`config.mk`:
```
export PLATFORM = sky130hd
export DESIGN_NAME = bbl_merge_flat
export DESIGN_NICKNAME = d
export VERILOG_FILES = /design/src/hw/rtl/bbl_pkg.sv /design/src/hw/rtl/bbl_out_if.sv /design/src/hw/rtl/bbl_merge.sv /design/src/flat_wrapper.sv
export SDC_FILE = /design/constraint.sdc
export NUM_CORES = 1
export LEC_CHECK = 0
export ABC_CLOCK_PERIOD_IN_PS = 7250
export BUFFER_PORTS_ARGS = -buffer_cell sky130_fd_sc_hd__buf_2
export CAP_MARGIN = 40
export CORE_ASPECT_RATIO = 0.5
export CORE_MARGIN = 5
export CORE_UTILIZATION = 52
export CTS_CLUSTER_DIAMETER = 40
export DETAILED_ROUTE_END_ITERATION = 7
export GPL_TIMING_DRIVEN = 0
export PLACE_DENSITY_LB_ADDON = 0.05
export RECOVER_POWER = 25
export SLEW_MARGIN = 20
export SYNTH_ARGS = -nofsm -noshare
export SYNTH_HDL_FRONTEND = slang
export SYNTH_SLANG_ARGS = --single-unit
```
`constraint.sdc`:
```
create_clock -name i_clk -period 7.25 [get_ports i_clk]
set_clock_uncertainty 0.05 [all_clocks]
set_input_delay 1.45 -clock i_clk [delete_from_list [all_inputs] [get_ports i_clk]]
set_output_delay 1.45 -clock i_clk [all_outputs]
set_load 0.02 [all_outputs]
```
`src/hw/rtl/bbl_pkg.sv`:
```
// Shared constants, types and codes of the box blur line filter.
`default_nettype none

package bbl_pkg;

    localparam int LINE_MAX  = 4096;
    localparam int ADDR_W    = $clog2(LINE_MAX);
    localparam int CNT_W     = ADDR_W + 1;
    localparam int RAD_W     = 6;
    localparam int DIAM_W    = RAD_W + 1;
    localparam int CH_W      = 8;
    localparam int NUM_LANES = 4;
    localparam int PIX_W     = CH_W * NUM_LANES;
    localparam int QBITS     = CH_W;
    localparam int SUM_W     = CH_W + DIAM_W;

    typedef enum logic [1:0] {
        S_IDLE,
        S_CHECK,
        S_RECALC
    } t_state;

    typedef enum logic [1:0] {
        OP_LOAD,
        OP_ADD,
        OP_SLIDE
    } t_op_kind;

    typedef struct packed {
        logic line_end;
        logic run_last;
        logic overflow;
    } t_flags;

    typedef struct packed {
        logic     valid;
        t_op_kind kind;
        logic     emit;
        t_flags   flags;
    } t_op;

endpackage

`default_nettype wire

```
`src/hw/rtl/bbl_out_if.sv`:
```
// Output pixel channel of the box blur line filter.
`default_nettype none

interface bbl_out_if;
    logic       valid;
    logic       ready;
    logic [7:0] out_alpha;
    logic [7:0] out_red;
    logic [7:0] out_green;
    logic [7:0] out_blue;
    logic       out_line_end;
    logic       run_last;
    logic       line_overflow;

    modport source (
        output valid, out_alpha, out_red, out_green, out_blue, out_line_end,
               run_last, line_overflow,
        input  ready
    );

    modport sink (
        input  valid, out_alpha, out_red, out_green, out_blue, out_line_end,
               run_last, line_overflow,
        output ready
    );
endinterface

`default_nettype wire

```
`src/hw/rtl/bbl_merge.sv`:
```
// Merge stage: aligns result flags with the lanes and holds the output register.
`default_nettype none

module bbl_merge (
    input  wire logic                     i_clk,
    input  wire logic                     i_rst_n,
    input  wire bbl_pkg::t_op             i_op,
    input  wire logic [bbl_pkg::CH_W-1:0] i_quot [bbl_pkg::NUM_LANES],
    bbl_out_if.source                     o_pix,
    output logic                          o_adv
);
    import bbl_pkg::*;

    logic             r_vld [QBITS+1];
    t_flags           r_flg [QBITS+1];
    logic             r_out_valid;
    t_flags           r_out_flg;
    logic [CH_W-1:0]  r_out_ch [NUM_LANES];

    assign o_adv = !r_out_valid || o_pix.ready;

    always_ff @(posedge i_clk) begin
        if (!i_rst_n) begin
            for (int j = 0; j <= QBITS; j++) begin
                r_vld[j] <= 1'b0;
            end
            r_out_valid <= 1'b0;
        end else if (o_adv) begin
            r_vld[0] <= i_op.valid && i_op.emit;
            for (int j = 0; j < QBITS; j++) begin
                r_vld[j+1] <= r_vld[j];
            end
            r_out_valid <= r_vld[QBITS];
        end
    end

    always_ff @(posedge i_clk) begin
        if (o_adv) begin
            r_flg[0] <= i_op.flags;
            for (int j = 0; j < QBITS; j++) begin
                r_flg[j+1] <= r_flg[j];
            end
            r_out_flg <= r_flg[QBITS];
            for (int c = 0; c < NUM_LANES; c++) begin
                r_out_ch[c] <= i_quot[c];
            end
        end
    end

    assign o_pix.valid         = r_out_valid;
    assign o_pix.out_alpha     = r_out_ch[0];
    assign o_pix.out_red       = r_out_ch[1];
    assign o_pix.out_green     = r_out_ch[2];
    assign o_pix.out_blue      = r_out_ch[3];
    assign o_pix.out_line_end  = r_out_flg.line_end;
    assign o_pix.run_last      = r_out_flg.run_last;
    assign o_pix.line_overflow = r_out_flg.overflow;

endmodule

`default_nettype wire

```
`src/flat_wrapper.sv`:
```
// flat-port wrapper written by rule: the top's interface ports become plain ports
module bbl_merge_flat import bbl_pkg::*;
  (i_clk, i_rst_n, i_op, i_quot, o_adv, o_pix_valid, o_pix_out_alpha, o_pix_out_red, o_pix_out_green, o_pix_out_blue, o_pix_out_line_end, o_pix_run_last, o_pix_line_overflow, o_pix_ready);
  bbl_out_if o_pix_i ();
  input  wire logic i_clk;
  input  wire logic i_rst_n;
  input  wire bbl_pkg::t_op i_op;
  input  wire logic [bbl_pkg::CH_W-1:0] i_quot[bbl_pkg::NUM_LANES];
  output logic o_adv;
  output wire logic [$bits(o_pix_i.valid)-1:0] o_pix_valid;
  output wire logic [$bits(o_pix_i.out_alpha)-1:0] o_pix_out_alpha;
  output wire logic [$bits(o_pix_i.out_red)-1:0] o_pix_out_red;
  output wire logic [$bits(o_pix_i.out_green)-1:0] o_pix_out_green;
  output wire logic [$bits(o_pix_i.out_blue)-1:0] o_pix_out_blue;
  output wire logic [$bits(o_pix_i.out_line_end)-1:0] o_pix_out_line_end;
  output wire logic [$bits(o_pix_i.run_last)-1:0] o_pix_run_last;
  output wire logic [$bits(o_pix_i.line_overflow)-1:0] o_pix_line_overflow;
  input wire logic [$bits(o_pix_i.ready)-1:0] o_pix_ready;
  assign o_pix_valid = o_pix_i.valid;
  assign o_pix_out_alpha = o_pix_i.out_alpha;
  assign o_pix_out_red = o_pix_i.out_red;
  assign o_pix_out_green = o_pix_i.out_green;
  assign o_pix_out_blue = o_pix_i.out_blue;
  assign o_pix_out_line_end = o_pix_i.out_line_end;
  assign o_pix_run_last = o_pix_i.run_last;
  assign o_pix_line_overflow = o_pix_i.line_overflow;
  assign o_pix_i.ready = o_pix_ready;
  bbl_merge u_core (.i_clk(i_clk), .i_rst_n(i_rst_n), .i_op(i_op), .i_quot(i_quot), .o_pix(o_pix_i), .o_adv(o_adv));
endmodule
```
==> impl_metrics.env, run 1 <==
export IMPL_synth_cells=87
export IMPL_rows=17
export IMPL_die_area_mm2=0.00589
export IMPL_io_pins=79
export IMPL_r2r_end="u_core.r_out_ch[0][3]$_DFFE_PP_"
export IMPL_crit_chain="buf_2, nor2b_4, buf_6, inv_4, buf_2"
export IMPL_intPower_mw=0.679
export IMPL_gp_congestion=0.646
export IMPL_crit_start="o_pix_ready"
export IMPL_place_ws_ns=3.17
export IMPL_grt_pass1_wl_um=5530
export IMPL_clock_power_share=0.388
export IMPL_cts_hold_fix_buffers=0
export IMPL_status="finished, final reports clean"
export IMPL_crit_path_end="o_adv"
export IMPL_gr_total_overflow=0
export IMPL_finalHoldViolations=0
export IMPL_cp_start_kind="input pin"
export IMPL_crit_fanout=63
export IMPL_fmax_mhz=247
export IMPL_seqCellArea_mm2=0.00215
export IMPL_yosysSeqAreaShare=0.944
export IMPL_rsz0062_at_grt="false"
export IMPL_cts_resized=0
export IMPL_yosysUniqueCellTypes=11
export IMPL_p_sw_mw=0.161
export IMPL_cts_htree_levels=3
export IMPL_swShare=0.191
export IMPL_antenna_found_initial=0
export IMPL_cpMaxStageDelayCell="inv_4"
export IMPL_routed_via_density=4.55
export IMPL_clk_pin_slew_worst_paths_ns=0.07
export IMPL_cts_setup_buffers=0
export IMPL_crit_type="in2out"
export IMPL_clockBufferDepth=2
export IMPL_cts_made_buffers=9
export IMPL_synthesis_area_mm2=0.00228
export IMPL_tightest_slew_ns=0.728
export IMPL_ys_warn_count=0
export IMPL_r2r_cells=3
export IMPL_avgRoutedWirePerCell_um=14.6
export IMPL_ir_drop_mv=0.203
export IMPL_drc=0
export IMPL_ctsRootBufferMaster="clkbuf_8"
export IMPL_crit_arrival_ns=2.55
export IMPL_fp_dieH_um=56.8
export IMPL_syn_area_per_cell_um2=26.2
export IMPL_min_period_ns=4.05
export IMPL_setup_slack_ns=3.20
export IMPL_grt_max_degree=64
export IMPL_combPwrFrac=0.042
export IMPL_dr_pass1_iters=4
export IMPL_max_stage_delay_ns=0.52
export IMPL_synth_seq_cells=72
export IMPL_required_ns=5.75
export IMPL_ant_nets=0
export IMPL_reg2reg_from="u_core.o_pix.valid$_SDFFE_PN0P_"
export IMPL_area_growth_pct=29.1
export IMPL_slew_headroom=0.514
export IMPL_slew_viol_final=0
export IMPL_hp_class="reg2reg"
export IMPL_fill_cells=302
export IMPL_insertion_delay_ns=0.33
export IMPL_grt_pass1_vias=1113
export IMPL_grt_usage=0.129
export IMPL_p_leak_nw=1.25
export IMPL_dieWidth_um=104
export IMPL_core_area_mm2=0.00432
export IMPL_syn_nets=129
export IMPL_portBuffers=76
export IMPL_power_density_mw_per_mm2=285
export IMPL_path_common_cell="buf_2"
export IMPL_maxCapViolations=0
export IMPL_nNetsFinal=216
export IMPL_diodes=0
export IMPL_min_period_over_period=0.559
export IMPL_finalSetupViolCount=0
export IMPL_drt_iter0_markers=75
export IMPL_totalWireLength_um=3440
export IMPL_vias=1070
export IMPL_start_util=0.528
export IMPL_tns_ns=0
export IMPL_clkSinkCount=72
export IMPL_layout_drive_gt1_share=0.539
export IMPL_cp_end_kind="primary output"
export IMPL_r2r_slack_ns=5.72
export IMPL_cts_tree="yes"
export IMPL_p_seq_frac=0.570
export IMPL_multi_input_comb_area_um2=108
[cell usage after synthesis]
cell,count,area (um^2)
and3b_1,7,61.3
and3b_2,1,10.0
and4b_2,1,11.3
buf_2,1,5.00
buf_6,1,11.3
dfxtp_1,1,20.0
edfxtp_1,71,2130
inv_1,1,3.75
nand2_1,1,3.75
nor2b_4,1,13.8
o21a_1,1,7.51
[per-layer routing]
layer / global-route usage / vias up / wire length (um)
met2: 0.201 / 55 / 1620
met1: 0.137 / 488 / 1420
met3: 0.0918 / 7 / 356
met5: 0 / - / 0
li1: - / 520 / -
met4: 0.0449 / 0 / 42
[worst min path at each step]
stage	from	to	depth (start not counted)
floorplan	u_core.r_flg[8][0]$_DFFE_PP_	u_core.o_pix.line_overflow$_DFFE_PP_	0
global placement	u_core.r_flg[5][2]$_DFFE_PP_	u_core.r_flg[6][2]$_DFFE_PP_	0
detailed placement	u_core.r_flg[0][2]$_DFFE_PP_	u_core.r_flg[1][2]$_DFFE_PP_	0
CTS	u_core.r_flg[3][1]$_DFFE_PP_	u_core.r_flg[4][1]$_DFFE_PP_	0
global route	u_core.r_flg[3][1]$_DFFE_PP_	u_core.r_flg[4][1]$_DFFE_PP_	0
finish	u_core.r_flg[3][2]$_DFFE_PP_	u_core.r_flg[4][2]$_DFFE_PP_	0
[cell type report]
class / count / area share
Sequential cell: 72 / 0.731
Timing Repair Buffer: 76 / 0.129
Clock buffer: 9 / 0.0421
Multi-Input combinational cell: 12 / 0.0366
Clock inverter: 6 / 0.0289
Tap cell: 57 / 0.0242
Buffer: 2 / 0.00553
Inverter: 1 / 0.00213
[power by group through the flow]
stage / logic, mW / registers [mW] / clock network [mW]
6_report: 0.0355 / 0.479 / 0.326
5_1_grt: 0.0380 / 0.480 / 0.358
4_1_cts: 0.0362 / 0.479 / 0.337
3_5_place_dp: 0.0361 / 0.488 / 0
3_3_place_gp: 0.0351 / 0.487 / 0
2_1_floorplan: 0.00110 / 0.502 / 0
[registers in the layout, summed over array words and instances, names as in the netlist]
signal	count
u_core.o_pix.line_overflow	1
u_core.o_pix.out_line_end	1
u_core.o_pix.run_last	1
u_core.o_pix.valid	1
u_core.r_flg	27
u_core.r_out_ch	32
u_core.r_vld	9
[placed cells by master, fill, tap and decap left out]
cell type,netlist,final
and3b_2,1,1
nand2_1,1,1
clkinv_2,0,1
clkinvlp_4,0,1
edfxtp_1,71,71
and3b_1,7,7
buf_2,1,77
clkinv_4,0,1
buf_6,1,1
and4b_2,1,1
bufinv_16,0,2
clkinv_1,0,1
o21a_1,1,1
nor2b_4,1,1
inv_4,0,1
dfxtp_1,1,1
clkbuf_8,0,9
[critical path: cells and delay by family]
kind,cells,cell delay [ns]
buffers and inverters,4,1.04
AND/OR/NAND/NOR,1,0.04
[stage by stage]
stage / cells / area [um^2] / utilization / hold slack, ns / total power [mW]
3_3_place_gp: 220 / 2730 / 0.633 / 0.351 / 0.522
3_5_place_dp: 220 / 2730 / 0.633 / 0.355 / 0.524
6_report: 235 / 2940 / 0.682 / 0.362 / 0.840
2_1_floorplan: 87 / 2280 / - / 0.350 / 0.503
4_1_cts: 235 / 2940 / 0.682 / 0.367 / 0.852
5_1_grt: 235 / 2940 / 0.682 / 0.372 / 0.876
[kinds of logic (layout without fill, tap and decap cells)]
kind of cell	after synthesis	after routing	synth area share
AO/OA/AOI/OAI	1	1	0.00329
flip-flops	72	72	0.944
buffers and inverters	3	94	0.00878
AND/OR/NAND/NOR	11	11	0.0439
No activity file was read; power rests on OpenSTA's default activity.
==> run 2: changes to the inputs <==
--- a/config.mk
+++ b/config.mk
@@ -5,12 +5,12 @@
 export SDC_FILE = /design/constraint.sdc
 export NUM_CORES = 1
 export LEC_CHECK = 0
-export ABC_CLOCK_PERIOD_IN_PS = 7250
+export ABC_CLOCK_PERIOD_IN_PS = 3740
 export BUFFER_PORTS_ARGS = -buffer_cell sky130_fd_sc_hd__buf_2
 export CAP_MARGIN = 40
 export CORE_ASPECT_RATIO = 0.5
 export CORE_MARGIN = 5
-export CORE_UTILIZATION = 52
+export CORE_UTILIZATION = 48
 export CTS_CLUSTER_DIAMETER = 40
 export DETAILED_ROUTE_END_ITERATION = 7
 export GPL_TIMING_DRIVEN = 0
==> constraint.sdc (replaced) <==
create_clock -name i_clk -period 3.74 [get_ports i_clk]
set_clock_uncertainty 0.05 [all_clocks]
set_input_delay 0.748 -clock i_clk [delete_from_list [all_inputs] [get_ports i_clk]]
set_output_delay 0.748 -clock i_clk [all_outputs]
set_load 0.02 [all_outputs]
==> run 2 against run 1 <==
  * Via count is the same
  * Critical path depth is the same
  * Flip-flop and latch count unchanged
  * Final cell count increased by 3.8%
==> impl_metrics.env, run 2 (synthesis results as in run 1) <==
export IMPL_fmax_mhz=380
export IMPL_cp_start_kind="input pin"
export IMPL_antenna_found_initial=0
export IMPL_slew_viol_final=0
export IMPL_post_place_cells=229
export IMPL_drc=0
export IMPL_finalSetupViolCount=0
export IMPL_p_leak_nw=1.27
export IMPL_rows=17
export IMPL_min_period_ns=2.63
export IMPL_cts_tree="yes"
export IMPL_required_ns=2.94
export IMPL_maxCapViolations=0
export IMPL_crit_arrival_ns=1.83
export IMPL_place_ws_ns=1.06
export IMPL_cts_setup_buffers=0
export IMPL_r2r_slack_ns=2.17
export IMPL_cts_made_buffers=9
export IMPL_seqCellArea_mm2=0.00215
export IMPL_cts_hold_fix_buffers=0
export IMPL_cp_end_kind="primary output"
export IMPL_dieWidth_um=107
export IMPL_gp_congestion=0.667
export IMPL_die_area_mm2=0.00631
export IMPL_min_period_over_period=0.703
export IMPL_status="finished, final reports clean"
export IMPL_path_common_cell="buf_2"
export IMPL_crit_cells=5
export IMPL_multi_input_comb_area_um2=108
export IMPL_portBuffers=76
export IMPL_io_pins=79
export IMPL_dr_pass1_iters=3
export IMPL_reg2reg_from="u_core.o_pix.valid$_SDFFE_PN0P_"
export IMPL_ctsRootBufferMaster="clkbuf_8"
export IMPL_setup_slack_ns=1.11
export IMPL_clockBufferDepth=2
export IMPL_nNetsFinal=216
export IMPL_design_area_mm2=0.00300
export IMPL_r2r_cells=3
export IMPL_crit_fanout=63
export IMPL_crit_start="o_pix_ready"
export IMPL_layout_drive_gt1_share=0.539
export IMPL_grt_max_degree=64
export IMPL_crit_path_end="o_adv"
export IMPL_crit_chain="buf_2, nor2b_4, buf_6, inv_4, buf_2"
export IMPL_drt_iter0_markers=23
export IMPL_area_growth_pct=31.7
export IMPL_largest_reg_flops=32
export IMPL_rsz0062_at_grt="false"
export IMPL_grt_usage=0.117
export IMPL_crit_type="in2out"
export IMPL_clkSinkCount=72
export IMPL_power_density_mw_per_mm2=588
export IMPL_finalPower_mw=1.77
export IMPL_met2_length_um=1630
export IMPL_grt_pass1_vias=1088
export IMPL_regMostFlops="u_core.r_out_ch"
export IMPL_gr_total_overflow=0
export IMPL_totalWireLength_um=3440
export IMPL_mostFrequentLayoutCells="77 x buf_2, 71 x edfxtp_1, 9 x clkbuf_8"
export IMPL_placed_cell_area_mm2=0.00275
export IMPL_slew_headroom=0.495
export IMPL_cts_resized=0
export IMPL_routed_via_density=4.39
export IMPL_tightest_slew_ns=0.757
export IMPL_core_area_mm2=0.00449
export IMPL_hp_class="reg2reg"
export IMPL_final_cells=244
export IMPL_start_util=0.508
export IMPL_fp_dieH_um=58.7
export IMPL_avgRoutedWirePerCell_um=14.1
export IMPL_top_layer="met4"
export IMPL_diodes=0
export IMPL_wl_met3_um=313
export IMPL_cpMaxStageDelayCell="inv_4"
export IMPL_reg_top3="u_core.r_out_ch: 32 flops, u_core.r_flg: 27 flops, u_core.r_vld: 9 flops"
export IMPL_drt_met1_wl_um=1480
export IMPL_grt_pass1_wl_um=5310
export IMPL_ant_nets=0
export IMPL_vias=1070
export IMPL_insertion_delay_ns=0.33
export IMPL_finalHoldViolations=0
export IMPL_cp_num_buf_inv=4
export IMPL_cts_htree_levels=3
export IMPL_final_common_cell="buf_2"
export IMPL_fill_cells=308
export IMPL_ir_drop_mv=0.332
export IMPL_max_stage_delay_ns=0.51
export IMPL_r2r_end="u_core.r_flg[7][0]$_DFFE_PP_"
export IMPL_clk_pin_slew_worst_paths_ns=0.07
export IMPL_path_delay_family="buffers and inverters"
-- run 2: cell count changes in the layout (fill, tap and decap cells not counted) --
cell / previous run / this run
clkinvlp_4: 1 / 0
clkinv_2: 1 / 0
bufinv_16: 2 / 4
-- run 2: layer usage --
metal,vias to the layer above,global-route usage
met5,-,0
met3,3,0.0646
li1,517,-
met4,0,0.0540
met1,500,0.138
met2,50,0.178
-- run 2: metrics by stage --
step	hold slack (ns)	setup TNS, ns	utilization
2_1_floorplan	0.350	0	-
3_3_place_gp	0.351	-0.0844	0.611
3_5_place_dp	0.355	0	0.612
4_1_cts	0.365	0	0.669
5_1_grt	0.372	0	0.669
6_report	0.364	0	0.669
-- run 2: final cells by class --
cell class,instances,share of cell area
clock buffer,9,0.0413
clock inverter,6,0.0442
sequential,72,0.717
timing repair buffer,76,0.127
multi-input combinational,12,0.0358
tap,66,0.0275
buffer,2,0.00542
inverter,1,0.00208
-- run 2: worst min path at each step --
stage,endpoint,depth (start not counted),start
floorplan,u_core.o_pix.line_overflow$_DFFE_PP_,0,u_core.r_flg[8][0]$_DFFE_PP_
global placement,u_core.r_flg[1][1]$_DFFE_PP_,0,u_core.r_flg[0][1]$_DFFE_PP_
detailed placement,u_core.r_flg[1][1]$_DFFE_PP_,0,u_core.r_flg[0][1]$_DFFE_PP_
CTS,u_core.r_flg[7][1]$_DFFE_PP_,0,u_core.r_flg[6][1]$_DFFE_PP_
global route,u_core.r_flg[7][2]$_DFFE_PP_,0,u_core.r_flg[6][2]$_DFFE_PP_
finish,u_core.r_flg[7][1]$_DFFE_PP_,0,u_core.r_flg[6][1]$_DFFE_PP_
-- run 2: report_power, final --
group / internal [mW] / switching, mW / leakage, nW / total (mW)
Sequential: 0.920 / 0.00781 / 0.775 / 0.928
Combinational: 0.0281 / 0.0396 / 0.372 / 0.0678
Clock: 0.506 / 0.264 / 0.127 / 0.769
Total: 1.45 / 0.311 / 1.27 / 1.77
