$ cat config.mk
export PLATFORM = sky130hd
export DESIGN_NAME = bbl_lane
export DESIGN_NICKNAME = d
export VERILOG_FILES = /design/src/hw/rtl/bbl_pkg.sv /design/src/hw/rtl/bbl_lane.sv
export SDC_FILE = /design/constraint.sdc
export NUM_CORES = 1
export LEC_CHECK = 0
export BUFFER_PORTS_ARGS = -buffer_cell sky130_fd_sc_hd__buf_2
export CAP_MARGIN = 10
export CORE_MARGIN = 8
export CORE_UTILIZATION = 55
export CTS_CLUSTER_DIAMETER = 150
export DETAILED_ROUTE_END_ITERATION = 8
export PLACE_DENSITY = 0.7
export SYNTH_ARGS = -nofsm -noshare
export SYNTH_HDL_FRONTEND = slang
export SYNTH_SLANG_ARGS = --single-unit
$ cat constraint.sdc
create_clock -name i_clk -period 5.9 [get_ports i_clk]
set_input_delay 0.295 -clock i_clk [delete_from_list [all_inputs] [get_ports i_clk]]
set_output_delay 0.295 -clock i_clk [all_outputs]
set_load 0.02 [all_outputs]
$ cat src/hw/rtl/bbl_pkg.sv
// Shared constants, types and codes of the box blur line filter.
`default_nettype none

package bbl_pkg;

    localparam int LINE_MAX  = 4096;
    localparam int ADDR_W    = $clog2(LINE_MAX);
    localparam int CNT_W     = ADDR_W + 1;
    localparam int RAD_W     = 6;
    localparam int DIAM_W    = RAD_W + 1;
    localparam int CH_W      = 8;
    localparam int NUM_LANES = 4;
    localparam int PIX_W     = CH_W * NUM_LANES;
    localparam int QBITS     = CH_W;
    localparam int SUM_W     = CH_W + DIAM_W;

    typedef enum logic [1:0] {
        S_IDLE,
        S_CHECK,
        S_RECALC
    } t_state;

    typedef enum logic [1:0] {
        OP_LOAD,
        OP_ADD,
        OP_SLIDE
    } t_op_kind;

    typedef struct packed {
        logic line_end;
        logic run_last;
        logic overflow;
    } t_flags;

    typedef struct packed {
        logic     valid;
        t_op_kind kind;
        logic     emit;
        t_flags   flags;
    } t_op;

endpackage

`default_nettype wire

$ cat src/hw/rtl/bbl_lane.sv
// One channel lane: window sum accumulator followed by a pipelined divider.
`default_nettype none

module bbl_lane (
    input  wire logic                        i_clk,
    input  wire logic                        i_adv,
    input  wire bbl_pkg::t_op                i_op,
    input  wire logic [bbl_pkg::CH_W-1:0]    i_add,
    input  wire logic [bbl_pkg::CH_W-1:0]    i_sub,
    input  wire logic [bbl_pkg::DIAM_W-1:0]  i_diam,
    output logic [bbl_pkg::CH_W-1:0]         o_quot
);
    import bbl_pkg::*;

    logic [SUM_W-1:0] r_acc;
    logic [SUM_W-1:0] n_acc;
    logic [SUM_W-1:0] r_rem [QBITS+1];
    logic [QBITS-1:0] r_q   [QBITS+1];
    logic [SUM_W-1:0] n_rem [QBITS];
    logic [QBITS-1:0] n_q   [QBITS];
    logic [SUM_W-1:0] w_trial [QBITS];

    always_comb begin
        case (i_op.kind)
            OP_LOAD:  n_acc = SUM_W'(i_add);
            OP_ADD:   n_acc = r_acc + SUM_W'(i_add);
            OP_SLIDE: n_acc = r_acc + SUM_W'(i_add) - SUM_W'(i_sub);
            default:  n_acc = r_acc;
        endcase
    end

    // Restoring division, one quotient bit per stage, most significant first.
    always_comb begin
        for (int j = 0; j < QBITS; j++) begin
            w_trial[j] = SUM_W'(i_diam) << (QBITS - 1 - j);
            if (r_rem[j] >= w_trial[j]) begin
                n_rem[j] = r_rem[j] - w_trial[j];
                n_q[j]   = r_q[j] | (QBITS'(1) << (QBITS - 1 - j));
            end else begin
                n_rem[j] = r_rem[j];
                n_q[j]   = r_q[j];
            end
        end
    end

    always_ff @(posedge i_clk) begin
        if (i_adv) begin
            if (i_op.valid) begin
                r_acc <= n_acc;
            end
            r_rem[0] <= n_acc;
            r_q[0]   <= '0;
            for (int j = 0; j < QBITS; j++) begin
                r_rem[j+1] <= n_rem[j];
                r_q[j+1]   <= n_q[j];
            end
        end
    end

    assign o_quot = r_q[QBITS];

endmodule

`default_nettype wire

==> results.txt, run 1 <==
----------------------------------------------------
[Yosys]
  Biggest area contributors in the synthesized netlist ... sky130_fd_sc_hd__edfxtp_1 (51%), sky130_fd_sc_hd__ha_1 (9.0%), sky130_fd_sc_hd__nor2_1 (2.7%)
  Number of nets in the synthesized netlist ... 975
  Gate count after technology mapping ... 862
  Ys Warns ... 0
  Ys flop type ... sky130_fd_sc_hd__edfxtp_1
  Most frequently used cell type in the post-synthesis netlist ... sky130_fd_sc_hd__edfxtp_1
  Yosys top cell by area ... sky130_fd_sc_hd__edfxtp_1
  Per-instance average area after synthesis ... 11.6 µm²
  Distinct cell type count after synthesis ... 64
  Commonest cells in the netlist ... sky130_fd_sc_hd__edfxtp_1 (171), sky130_fd_sc_hd__nor2_1 (73), sky130_fd_sc_hd__ha_1 (72), sky130_fd_sc_hd__inv_1 (69), sky130_fd_sc_hd__nand2_1 (58)
  Area share of the largest cell type after synthesis ... 0.513
  Synth async-reset ratio ... 0
  Synthesized area ... 10000 µm²
  Number of enable flip-flop cells after synthesis ... 171
  Register area share after synthesis ... 0.513
  Number of flip-flops and latches in the synthesized netlist ... 171

[Floorplan]
  Effective utilization at floorplan ... 0.559
  DIE HEIGHT ... around 150 µm
  I/O pin cnt ... 40
  Die Wd ... about 150 µm
  Placement row count ... 49
  Full die area ... 22800 µm²
  Area inside the core boundary ... 17900 µm²

[GRT]
  Wire length of the first global-routing pass ... 31400 µm
  Vias in the first global route ... roughly 6300
  Aggregate global-route resource usage ... 0.176
  Pin count of the biggest net entering global routing ... just under 100
  GRT overflow ... 0
  Number of antenna violations at the first check in global routing ... 0

[Finish]
  Area delta synth->final ... 9.92%
  Area of all placed cells without fillers ... ~11000 µm²
  Share of layout cells above drive strength 1 ... 0.124
  Diodes inserted ... 0
  Multi-input gate area ... 4540 µm²
  Final #Nets ... roughly 1000
  Storage element area ... 5130 µm²
  Filler cell count ... 1425

[Clock network]
  Insertion delay to the later sink of the worst-skew pair ... 0.43 ns
  Clock-pin transition on the worst setup and hold timing paths ... ~0.070 ns
  Buffers from clock root to sink, at most ... 2
  Total of cells resized after clock tree synthesis ... 0
  Number of sinks driven by the clock tree ... around 170
  CTS Root Buffer Type ... sky130_fd_sc_hd__clkbuf_16
  TritonCTS clock tree ... done
  Hold bufs inserted after CTS ... 0
  Clock buffers created by TritonCTS ... 17
  Number of H-tree branching levels ... 4
  Count of buffers added by post-CTS timing repair for setup ... 0

[Timing]
  Setup slack after layout ... 1.74 ns
  Unrepaired setup endpoints after global routing ... no
  Max frequency ... between 0.2 and 0.25 GHz
  Count of endpoints failing setup in the final report ... 0
  Worst rel slew slack ... 0.422
  Hold Fails Final Rpt ... 0
  Worst slew pin tran ... a little under 0.9 ns
  Final Critical Period ... 4.16 ns
  Slew Viols, Final ... 0
  Final TNS setup ... 0 ns
  Tcrit/Tclk final ... 0.705
  Worst-case clock skew ... 0.0106 ns

[Placement]
  Total of buffers placed on input and output ports ... 35
  Post-Place Setup Slack ... 1.77 ns
  Placed standard-cell area ... 10400 µm²
  Final weighted congestion of routability-driven global placement ... 0.821
  Post-DP HPWL ... 14200 µm

[Setup path]
  Critical Path End Type ... register
  Required time worst endpoint ... 6.09 ns
  Startpoint of the lowest-slack register-to-register path ... r_acc[0]$_DFFE_PP_
  Delay of the slowest cell on the worst path ... 0.56 ns
  Most common cell type on the critical path ... sky130_fd_sc_hd__ha_1
  Sort of element at the start of the critical path ... register
  Worst-case register-to-register setup slack ... approximately 1.7 ns
  Type of the setup path with the least slack ... reg -> reg
  Reg2Reg Capture Point ... r_rem[0][12]$_DFFE_PP_
  Buffers plus inverters on the worst setup path ... 0
  Worst Reg2Reg Path Length in Cells ... 14
  Master of the slowest instance on the critical path ... sky130_fd_sc_hd__nor4_2
  Critical Path AT ... 4.35 ns
  Cell Chain, Critical Path ... ha_1 -> fa_1 -> a21o_2 -> a21oi_1 -> xnor2_1 -> ha_1 -> o21a_1 -> o31a_1 -> o21ai_0 -> o22ai_1 -> nor4_2 -> mux2i_1 -> a21boi_1 -> o211a_1
  Count of cell instances traversed by the critical path ... 14
  Cell type group with the largest total delay on the critical path ... compound AO/OA/AOI/OAI gates
  Maximum fanout along the worst path ... 4

[Pwr]
  Leakage dissipation ... 4.18 nW
  Peak supply drop ... 0.000209 V
  Power Total ... 3.97 mW
  Power density of the placed cells ... 361 nW/µm²

[Min path]
  Worst min-delay path category ... in -> reg
  Endpoint of the worst hold-timing path ... r_acc[4]$_DFFE_PP_
  Launch point of the worst hold path ... i_add[4]
  Instance count along the most critical hold path ... 2

[Detailed routing]
  DRC marker count from the first detailed-route iteration ... 395
  DRC violations left ... 0
  Detailed-router iteration count before antenna repair ... 5
  Total Wirelength ... about 19000 µm
  Detail-routed net length per standard cell ... 16.8 µm
  ANT nets after route ... 0
  Vias post-DR ... around 6700
  Ratio of routed vias to standard cells ... 5.81

[Run status]
  Run status ... finished, final reports clean

[Job]
  Reported max-cap violation count ... 0

----------------------------------------------------
-- layout make-up --
| cell class | instances | share of cell area |
|---|---|---|
| multi-input combinational | 608 | 0.413 |
| inverter | 69 | 0.0236 |
| sequential | 171 | 0.467 |
| tap | 229 | 0.0261 |
| clock buffer | 17 | 0.0387 |
| clock inverter | 15 | 0.0149 |
| timing repair buffer | 36 | 0.0172 |
-- worst max path at each step --
| stage | from | end | slack, ns |
|---|---|---|---|
| final | r_acc[0]$_DFFE_PP_ | r_rem[0][12]$_DFFE_PP_ | 1.74 |
| after global placement | i_add[0] | r_rem[0][12]$_DFFE_PP_ | 1.82 |
| after CTS | r_acc[0]$_DFFE_PP_ | r_rem[0][12]$_DFFE_PP_ | 1.77 |
| after detailed placement | i_add[0] | r_rem[0][12]$_DFFE_PP_ | 1.77 |
| after global routing | r_acc[0]$_DFFE_PP_ | r_rem[0][12]$_DFFE_PP_ | 1.51 |
| after floorplan | r_acc[0]$_DFFE_PP_ | r_acc[12]$_DFFE_PP_ | 2.30 |
-- worst register-to-register path, delay by kind of cell (launching register included) --
kind            cells  cell delay [ns]
xor+xnor            1             0.16
simple gates        1             0.56
compound gates      8             1.47
flops               1             0.39
fa+ha+maj           3             1.00
mux                 1             0.34
-- cells by family (layout without fill, tap and decap cells) --
| group | after synthesis | in the layout | synth area share |
|---|---|---|---|
| AND/OR/NAND/NOR | 260 | 260 | 0.137 |
| AO/OA/AOI/OAI | 184 | 184 | 0.118 |
| multiplexers | 39 | 39 | 0.0518 |
| adder cells (fa/ha/maj) | 81 | 81 | 0.108 |
| buffers and inverters | 83 | 137 | 0.0331 |
| XOR/XNOR | 44 | 44 | 0.0385 |
| flip-flops | 171 | 171 | 0.513 |
-- metrics by stage --
step	hold slack [ns]	util	std cells
2_1_floorplan	0.400	-	862
3_3_place_gp	0.401	0.581	1113
3_5_place_dp	0.405	0.581	1113
4_1_cts	0.284	0.614	1145
5_1_grt	0.287	0.614	1145
6_report	0.301	0.614	1145
-- power by group --
group | internal (mW) | leakage (nW) | switching (mW)
logic | 0.520 | 2.27 | 0.601
clock network | 0.569 | 0.283 | 0.521
registers | 1.62 | 1.63 | 0.134
total | 2.71 | 4.18 | 1.26
-- layout by cell type, fill, tap and decap left out, drive strengths merged, types with 8 or more instances in the layout --
cell,instances
mux4,8
edfxtp,171
o31ai,10
nor2b,22
nand4,13
nor2,73
o21a,16
mux2i,9
a211oi,8
xnor2,31
clkbuf,17
fa,9
inv,79
nand3,8
buf,36
a21boi,22
nand2,58
mux2,22
a21o,9
xor2,13
nor4,16
nor3,16
o21ai,55
ha,72
a21oi,37
-- state kept, by name, summed over array words and instances (netlist names) --
signal / flops
r_q: 36
r_acc: 15
r_rem: 120
-- per-layer routing --
metal  share of wire  wire, µm  GRT usage  vias up
met2            0.47      9090      0.278      123
li1                -         -          -     3306
met4           0.011       212     0.0544        0
met3           0.044       857     0.0350       16
met1            0.47      9120      0.242     3210
met5               0         0          0        -
No activity file was read; power rests on OpenSTA's default activity.
==> run 2: changes to the inputs <==
clock period = 4 ns   (was 5.9 ns; I/O delays follow)
==> results.txt, run 2 (synthesis gave the netlist of run 1 again) <==
----------------------------------------------------
[Job]
  Reported max-cap violation count ... 0 (unchanged)

[Placement]
  Post-DP HPWL ... 14000 µm (was 14200 µm)
  Count of placed standard cells including taps ... 1122 (was 1113)
  Final weighted congestion of routability-driven global placement ... 0.849 (was 0.821)
  Placed standard-cell area ... 10500 µm² (was 10400 µm²)
  Total of buffers placed on input and output ports ... 35 (unchanged)
  Post-Place Setup Slack ... 0.0787 ns (was 1.77 ns)

[Detailed routing]
  Detail-routed net length per standard cell ... 16.9 µm (was 16.8 µm)
  ANT nets after route ... 0 (unchanged)
  Vias post-DR ... 6644 (was 6655)
  DRC marker count from the first detailed-route iteration ... 521 (was 395)
  Total Wirelength ... 19500 µm (was 19300 µm)
  Detailed-router iteration count before antenna repair ... 4 (was 5)
  Ratio of routed vias to standard cells ... 5.76 (was 5.81)
  DRC violations left ... 0 (unchanged)

[GRT]
  Vias in the first global route ... 6169 (was 6266)
  GRT overflow ... 0 (unchanged)
  Aggregate global-route resource usage ... 0.176 (about the same)
  Pin count of the biggest net entering global routing ... 94 (was 97)
  Number of antenna violations at the first check in global routing ... 0 (unchanged)
  Wire length of the first global-routing pass ... 31100 µm (was 31400 µm)

[Floorplan]
  Effective utilization at floorplan ... 0.559 (unchanged)
  Area inside the core boundary ... 17900 µm² (unchanged)
  Die Wd ... 151 µm (unchanged)
  Full die area ... 22800 µm² (unchanged)
  DIE HEIGHT ... 151 µm (unchanged)
  Placement row count ... 49 (unchanged)
  I/O pin cnt ... 40 (unchanged)

[Run status]
  Run status ... finished, final reports clean (unchanged)

[Setup path]
  Maximum fanout along the worst path ... 4 (unchanged)
  Critical Path AT ... 4.02 ns (was 4.35 ns)
  Sort of element at the start of the critical path ... register (unchanged)
  Startpoint of the lowest-slack register-to-register path ... r_acc[0]$_DFFE_PP_ (unchanged)
  Critical Path End Type ... register (unchanged)
  Type of the setup path with the least slack ... reg -> reg (unchanged)
  Worst setup path start ... r_acc[0]$_DFFE_PP_ (unchanged)
  Required time worst endpoint ... 4.26 ns (was 6.09 ns)
  Worst Reg2Reg Path Length in Cells ... 15 (was 14)
  Reg2Reg Capture Point ... r_rem[0][14]$_DFFE_PP_ (was r_rem[0][12]$_DFFE_PP_)
  Worst-case register-to-register setup slack ... 0.25 ns (was 1.74 ns)
  CP Capture Point ... r_rem[0][14]$_DFFE_PP_ (was r_rem[0][12]$_DFFE_PP_)

[Pwr]
  Power density of the placed cells ... 531 nW/µm² (was 361 nW/µm²)
  Peak supply drop ... 0.000373 V (was 0.000209 V)
  Power Total ... 5.90 mW (was 3.97 mW)
  Leakage dissipation ... 4.23 nW (was 4.18 nW)

[Finish]
  Commonest cells after routing, fill and taps aside ... sky130_fd_sc_hd__edfxtp_1 (171), sky130_fd_sc_hd__nor2_1 (73), sky130_fd_sc_hd__ha_1 (71) (was sky130_fd_sc_hd__edfxtp_1 (171), sky130_fd_sc_hd__nor2_1 (73), sky130_fd_sc_hd__ha_1 (72))
  Final #Nets ... 1025 (was 1016)
  Post-route core utilization ... 0.621 (was 0.614)
  Most common cell after layout, fill and taps aside ... sky130_fd_sc_hd__edfxtp_1 (unchanged)
  Final Non-Filler Cells ... 1154 (was 1145)
  Share of layout cells above drive strength 1 ... 0.143 (was 0.124)
  Area delta synth->final ... 11.1% (was 9.92%)
  Most flop-heavy register ... r_rem (unchanged)
  Area of all placed cells without fillers ... 11100 µm² (was 11000 µm²)
  Diodes inserted ... 0 (unchanged)
  Flip-flop count of the largest register, all copies and words added ... 120 (unchanged)
  Largest registers in the final layout ... r_rem x120, r_q x36, r_acc x15 (unchanged)

[Clock network]
  Clock buffers created by TritonCTS ... 17 (unchanged)
  TritonCTS clock tree ... done (unchanged)
  Insertion delay to the later sink of the worst-skew pair ... 0.43 ns (about the same)
  Count of buffers added by post-CTS timing repair for setup ... 0 (unchanged)
  Hold bufs inserted after CTS ... 0 (unchanged)
  Number of sinks driven by the clock tree ... 171 (unchanged)
  Buffers from clock root to sink, at most ... 2 (unchanged)
  Clock-pin transition on the worst setup and hold timing paths ... 0.07 ns (about the same)
  CTS Root Buffer Type ... sky130_fd_sc_hd__clkbuf_16 (unchanged)
  Number of H-tree branching levels ... 4 (unchanged)

[Timing]
  Worst slew pin tran ... 0.838 ns (was 0.868 ns)
  Final TNS setup ... 0 ns (unchanged)
  Worst-case clock skew ... 0.00842 ns (was 0.0106 ns)
  Worst rel slew slack ... 0.441 (was 0.422)
  Count of endpoints failing setup in the final report ... 0 (unchanged)
  Max frequency ... 0.266 GHz (was 0.241 GHz)
  Tcrit/Tclk final ... 0.938 (was 0.705)
  Min Hold Slack ... 0.200 ns (was 0.301 ns)
  Final Critical Period ... 3.75 ns (was 4.16 ns)
  Hold Fails Final Rpt ... 0 (unchanged)
  Setup slack after layout ... 0.246 ns (was 1.74 ns)
  Unrepaired setup endpoints after global routing ... no (unchanged)
  Slew Viols, Final ... 0 (unchanged)

[Min path]
  Worst min-delay path category ... in -> reg (unchanged)

----------------------------------------------------
==> run 2: cell count changes in the layout (fill, tap and decap cells not counted), sizes merged <==
cell | previous run | this run
buf | 36 | 45
clkinv | 3 | 4
clkinvlp | 2 | 3
inv | 79 | 77
==> run 2: worst max-delay path: stages, from the launching register on <==
cell and delay [ns]:
sky130_fd_sc_hd__edfxtp_1 0.40, sky130_fd_sc_hd__ha_2 0.22, sky130_fd_sc_hd__fa_2 0.38, sky130_fd_sc_hd__a21o_2 0.23, sky130_fd_sc_hd__a21oi_1 0.16, sky130_fd_sc_hd__xnor2_1 0.15
sky130_fd_sc_hd__ha_1 0.27, sky130_fd_sc_hd__o21a_1 0.11, sky130_fd_sc_hd__o31a_1 0.12, sky130_fd_sc_hd__o21ai_0 0.15, sky130_fd_sc_hd__buf_4 0.13, sky130_fd_sc_hd__o22ai_1 0.13
sky130_fd_sc_hd__or4_1 0.58, sky130_fd_sc_hd__a32oi_2 0.23, sky130_fd_sc_hd__a211oi_1 0.08, sky130_fd_sc_hd__a211oi_2 0.24
==> run 2: where the power goes <==
part | total (mW) | internal, mW | switching [mW]
clock network | 1.62 | 0.841 | 0.776
registers | 2.59 | 2.39 | 0.202
logic | 1.69 | 0.792 | 0.903
total | 5.90 | 4.02 | 1.88
==> run 2: worst min path at each step <==
stage,end,depth (start not counted),from
after detailed placement,r_q[0][68]$_DFFE_PP_,0,r_q[0][60]$_DFFE_PP_
final,r_rem[0][7]$_DFFE_PP_,2,i_add[7]
after global routing,r_acc[7]$_DFFE_PP_,2,i_add[7]
after global placement,r_q[0][65]$_DFFE_PP_,0,r_q[0][57]$_DFFE_PP_
after CTS,r_rem[0][7]$_DFFE_PP_,2,i_add[7]
after floorplan,r_q[0][15]$_DFFE_PP_,0,i_adv
==> run 2: cell type report <==
class / instances / area, µm²
clock buffer: 17 / 425
clock inverter: 15 / 170
fill: 1432 / 6790
inverter: 69 / 259
multi-input combinational: 608 / 4580
sequential: 171 / 5130
tap: 229 / 287
timing repair buffer: 45 / 256
==> run 2: routing by layer <==
layer,track usage,routed length (µm)
met1,0.242,9260
met4,0.0500,279
met2,0.274,9110
met3,0.0391,883
met5,0,0
==> run 2: timing repair <==
action	in CTS	in global routing
resized for setup	0	9
setup endpoints to repair	0	10
endpoints found under the hold margin	0	0
==> run 3: changes to the inputs <==
==> constraint.sdc (replaced) <==
create_clock -name i_clk -period 4 [get_ports i_clk]
set_input_delay 0.4 -clock i_clk [delete_from_list [all_inputs] [get_ports i_clk]]
set_output_delay 0.4 -clock i_clk [all_outputs]
set_load 0.02 [all_outputs]
==> results.txt, run 3 (synthesis gave the netlist of run 1 again) <==
----------------------------------------------------
[Timing]
  Tcrit/Tclk final ... 0.930 (was 0.938)
  Slew Viols, Final ... 0 (unchanged)
  Setup slack after layout ... 0.278 ns (was 0.246 ns)
  Final Critical Period ... 3.72 ns (was 3.75 ns)
  Count of endpoints failing setup in the final report ... 0 (unchanged)
  Worst rel slew slack ... 0.505 (was 0.441)
  Worst slew pin tran ... 0.743 ns (was 0.838 ns)
  Worst-case clock skew ... 0.00971 ns (was 0.00842 ns)
  Final TNS setup ... 0 ns (unchanged)
  Unrepaired setup endpoints after global routing ... no (unchanged)
  Hold Fails Final Rpt ... 0 (unchanged)
  Max frequency ... 0.269 GHz (was 0.266 GHz)

[Finish]
  Final #Nets ... 1035 (was 1025)
  Area of all placed cells without fillers ... 11200 µm² (was 11100 µm²)
  Largest registers in the final layout ... r_rem x120, r_q x36, r_acc x15 (unchanged)
  Most common cell after layout, fill and taps aside ... sky130_fd_sc_hd__edfxtp_1 (unchanged)
  Area delta synth->final ... 11.7% (was 11.1%)
  Final Non-Filler Cells ... 1164 (was 1154)
  Share of layout cells above drive strength 1 ... 0.149 (was 0.143)
  Diodes inserted ... 0 (unchanged)
  Most flop-heavy register ... r_rem (unchanged)
  Flip-flop count of the largest register, all copies and words added ... 120 (unchanged)
  Commonest cells after routing, fill and taps aside ... sky130_fd_sc_hd__edfxtp_1 (171), sky130_fd_sc_hd__nor2_1 (73), sky130_fd_sc_hd__ha_1 (72) (was sky130_fd_sc_hd__edfxtp_1 (171), sky130_fd_sc_hd__nor2_1 (73), sky130_fd_sc_hd__ha_1 (71))

[GRT]
  Pin count of the biggest net entering global routing ... 63 (was 94)
  GRT overflow ... 0 (unchanged)
  Vias in the first global route ... 6368 (was 6169)
  Number of antenna violations at the first check in global routing ... 1 (was 0)
  Aggregate global-route resource usage ... 0.181 (was 0.176)
  Wire length of the first global-routing pass ... 32000 µm (was 31100 µm)

[Min path]
  Launch point of the worst hold path ... i_adv (was i_add[7])
  Instance count along the most critical hold path ... 1 (was 2)
  Endpoint of the worst hold-timing path ... r_rem[0][0]$_DFFE_PP_ (was r_rem[0][7]$_DFFE_PP_)
  Worst min-delay path category ... in -> reg (unchanged)

[Floorplan]
  Area inside the core boundary ... 17900 µm² (unchanged)
  Die Wd ... 151 µm (unchanged)
  Effective utilization at floorplan ... 0.559 (unchanged)
  I/O pin cnt ... 40 (unchanged)
  DIE HEIGHT ... 151 µm (unchanged)
  Placement row count ... 49 (unchanged)
  Full die area ... 22800 µm² (unchanged)

[Detailed routing]
  Ratio of routed vias to standard cells ... 5.72 (was 5.76)
  Detail-routed net length per standard cell ... 16.8 µm (was 16.9 µm)
  Detailed-router iteration count before antenna repair ... 5 (was 4)
  Vias post-DR ... 6653 (was 6644)
  DRC violations left ... 0 (unchanged)
  Total Wirelength ... 19500 µm (about the same)
  DRC marker count from the first detailed-route iteration ... 441 (was 521)
  ANT nets after route ... 0 (unchanged)

[Pwr]
  Power density of the placed cells ... 527 nW/µm² (was 531 nW/µm²)
  Leakage dissipation ... 4.28 nW (was 4.23 nW)
  Peak supply drop ... 0.000340 V (was 0.000373 V)

[Setup path]
  Required time worst endpoint ... 4.27 ns (was 4.26 ns)
  Maximum fanout along the worst path ... 3 (was 4)
  Critical Path AT ... 3.99 ns (was 4.02 ns)
  Worst Reg2Reg Path Length in Cells ... 14 (was 15)
  Startpoint of the lowest-slack register-to-register path ... r_acc[0]$_DFFE_PP_ (unchanged)
  Worst-case register-to-register setup slack ... 0.28 ns (was 0.25 ns)
  Type of the setup path with the least slack ... reg -> reg (unchanged)
  Sort of element at the start of the critical path ... register (unchanged)
  Reg2Reg Capture Point ... r_acc[14]$_DFFE_PP_ (was r_rem[0][14]$_DFFE_PP_)
  Critical Path End Type ... register (unchanged)

[Clock network]
  Buffers from clock root to sink, at most ... 2 (unchanged)
  Clock-pin transition on the worst setup and hold timing paths ... 0.07 ns (about the same)
  Number of H-tree branching levels ... 4 (unchanged)
  Clock buffers created by TritonCTS ... 17 (unchanged)
  TritonCTS clock tree ... done (unchanged)
  Insertion delay to the later sink of the worst-skew pair ... 0.43 ns (about the same)
  CTS Root Buffer Type ... sky130_fd_sc_hd__clkbuf_16 (unchanged)
  Number of sinks driven by the clock tree ... 171 (unchanged)
  Count of buffers added by post-CTS timing repair for setup ... 0 (unchanged)
  Hold bufs inserted after CTS ... 0 (unchanged)

[Job]
  Reported max-cap violation count ... 0 (unchanged)

[Placement]
  Placed standard-cell area ... 10500 µm² (about the same)
  Final weighted congestion of routability-driven global placement ... 0.856 (was 0.849)
  Count of placed standard cells including taps ... 1132 (was 1122)
  Total of buffers placed on input and output ports ... 35 (unchanged)
  Post-Place Setup Slack ... -0.0424 ns (was 0.0787 ns)
  Post-DP HPWL ... 14400 µm (was 14000 µm)

[Run status]
  Run status ... finished, final reports clean (unchanged)

----------------------------------------------------
run 3: metrics by stage:
step / total power, mW / utilization / hold slack (ns)
detailed placement: 4.30 / 0.589 / 0.405
finish: 5.89 / 0.624 / 0.380
CTS: 5.93 / 0.622 / 0.373
global placement: 4.26 / 0.589 / 0.401
floorplan: 3.86 / - / 0.400
global route: 6.26 / 0.624 / 0.395
run 3: area by class of cell:
class / count / area (µm²)
clock inverters: 15 / 166
fillers: 1462 / 6730
multi-input cells: 608 / 4570
well taps: 229 / 287
flip-flops and latches: 171 / 5130
inverters: 69 / 259
clock buffers: 17 / 425
repair buffers: 55 / 332
run 3: where the power goes:
part           total [mW]  switching (mW)  internal [mW]  leakage (nW)
sequential           2.59           0.201           2.39          1.63
combinational        1.70           0.898          0.799          2.36
clock                1.60           0.763          0.839         0.288
run 3: per-layer routing:
| metal | track usage | wire (µm) |
|---|---|---|
| met2 | 0.284 | 9180 |
| met1 | 0.250 | 9180 |
| met4 | 0.0574 | 188 |
| met5 | 0 | 0 |
| met3 | 0.0344 | 978 |
run 3: how the worst max path moves through the flow:
stage	cells past startpoint	end	slack, ns	startpoint
4_1_cts	14	r_rem[0][14]$_DFFE_PP_	0.09	r_acc[0]$_DFFE_PP_
2_1_floorplan	14	r_acc[12]$_DFFE_PP_	0.36	i_add[0]
6_report	14	r_acc[14]$_DFFE_PP_	0.28	r_acc[0]$_DFFE_PP_
3_5_place_dp	15	r_rem[0][14]$_DFFE_PP_	-0.04	i_add[0]
5_1_grt	14	r_acc[14]$_DFFE_PP_	0.06	r_acc[0]$_DFFE_PP_
3_3_place_gp	15	r_rem[0][14]$_DFFE_PP_	0.04	i_add[0]
run 3: what timing repair did:
item                                   in CTS  in global routing
setup endpoints to repair                   0                 12
endpoints found under the hold margin       0                  0
gates resized for setup                     0                  7
run 3: worst max-delay path, stage by stage (launching register included):
cell                       delay [ns]
sky130_fd_sc_hd__edfxtp_1        0.40
sky130_fd_sc_hd__ha_1            0.23
sky130_fd_sc_hd__fa_2            0.39
sky130_fd_sc_hd__a21o_2          0.23
sky130_fd_sc_hd__a21oi_1         0.18
sky130_fd_sc_hd__xnor2_1         0.16
sky130_fd_sc_hd__ha_1            0.27
sky130_fd_sc_hd__o21a_1          0.11
sky130_fd_sc_hd__o31a_1          0.12
sky130_fd_sc_hd__o21ai_1         0.20
sky130_fd_sc_hd__o22ai_1         0.18
sky130_fd_sc_hd__or4_1           0.57
sky130_fd_sc_hd__a32oi_2         0.22
sky130_fd_sc_hd__a211oi_1        0.08
sky130_fd_sc_hd__a211oi_2        0.24
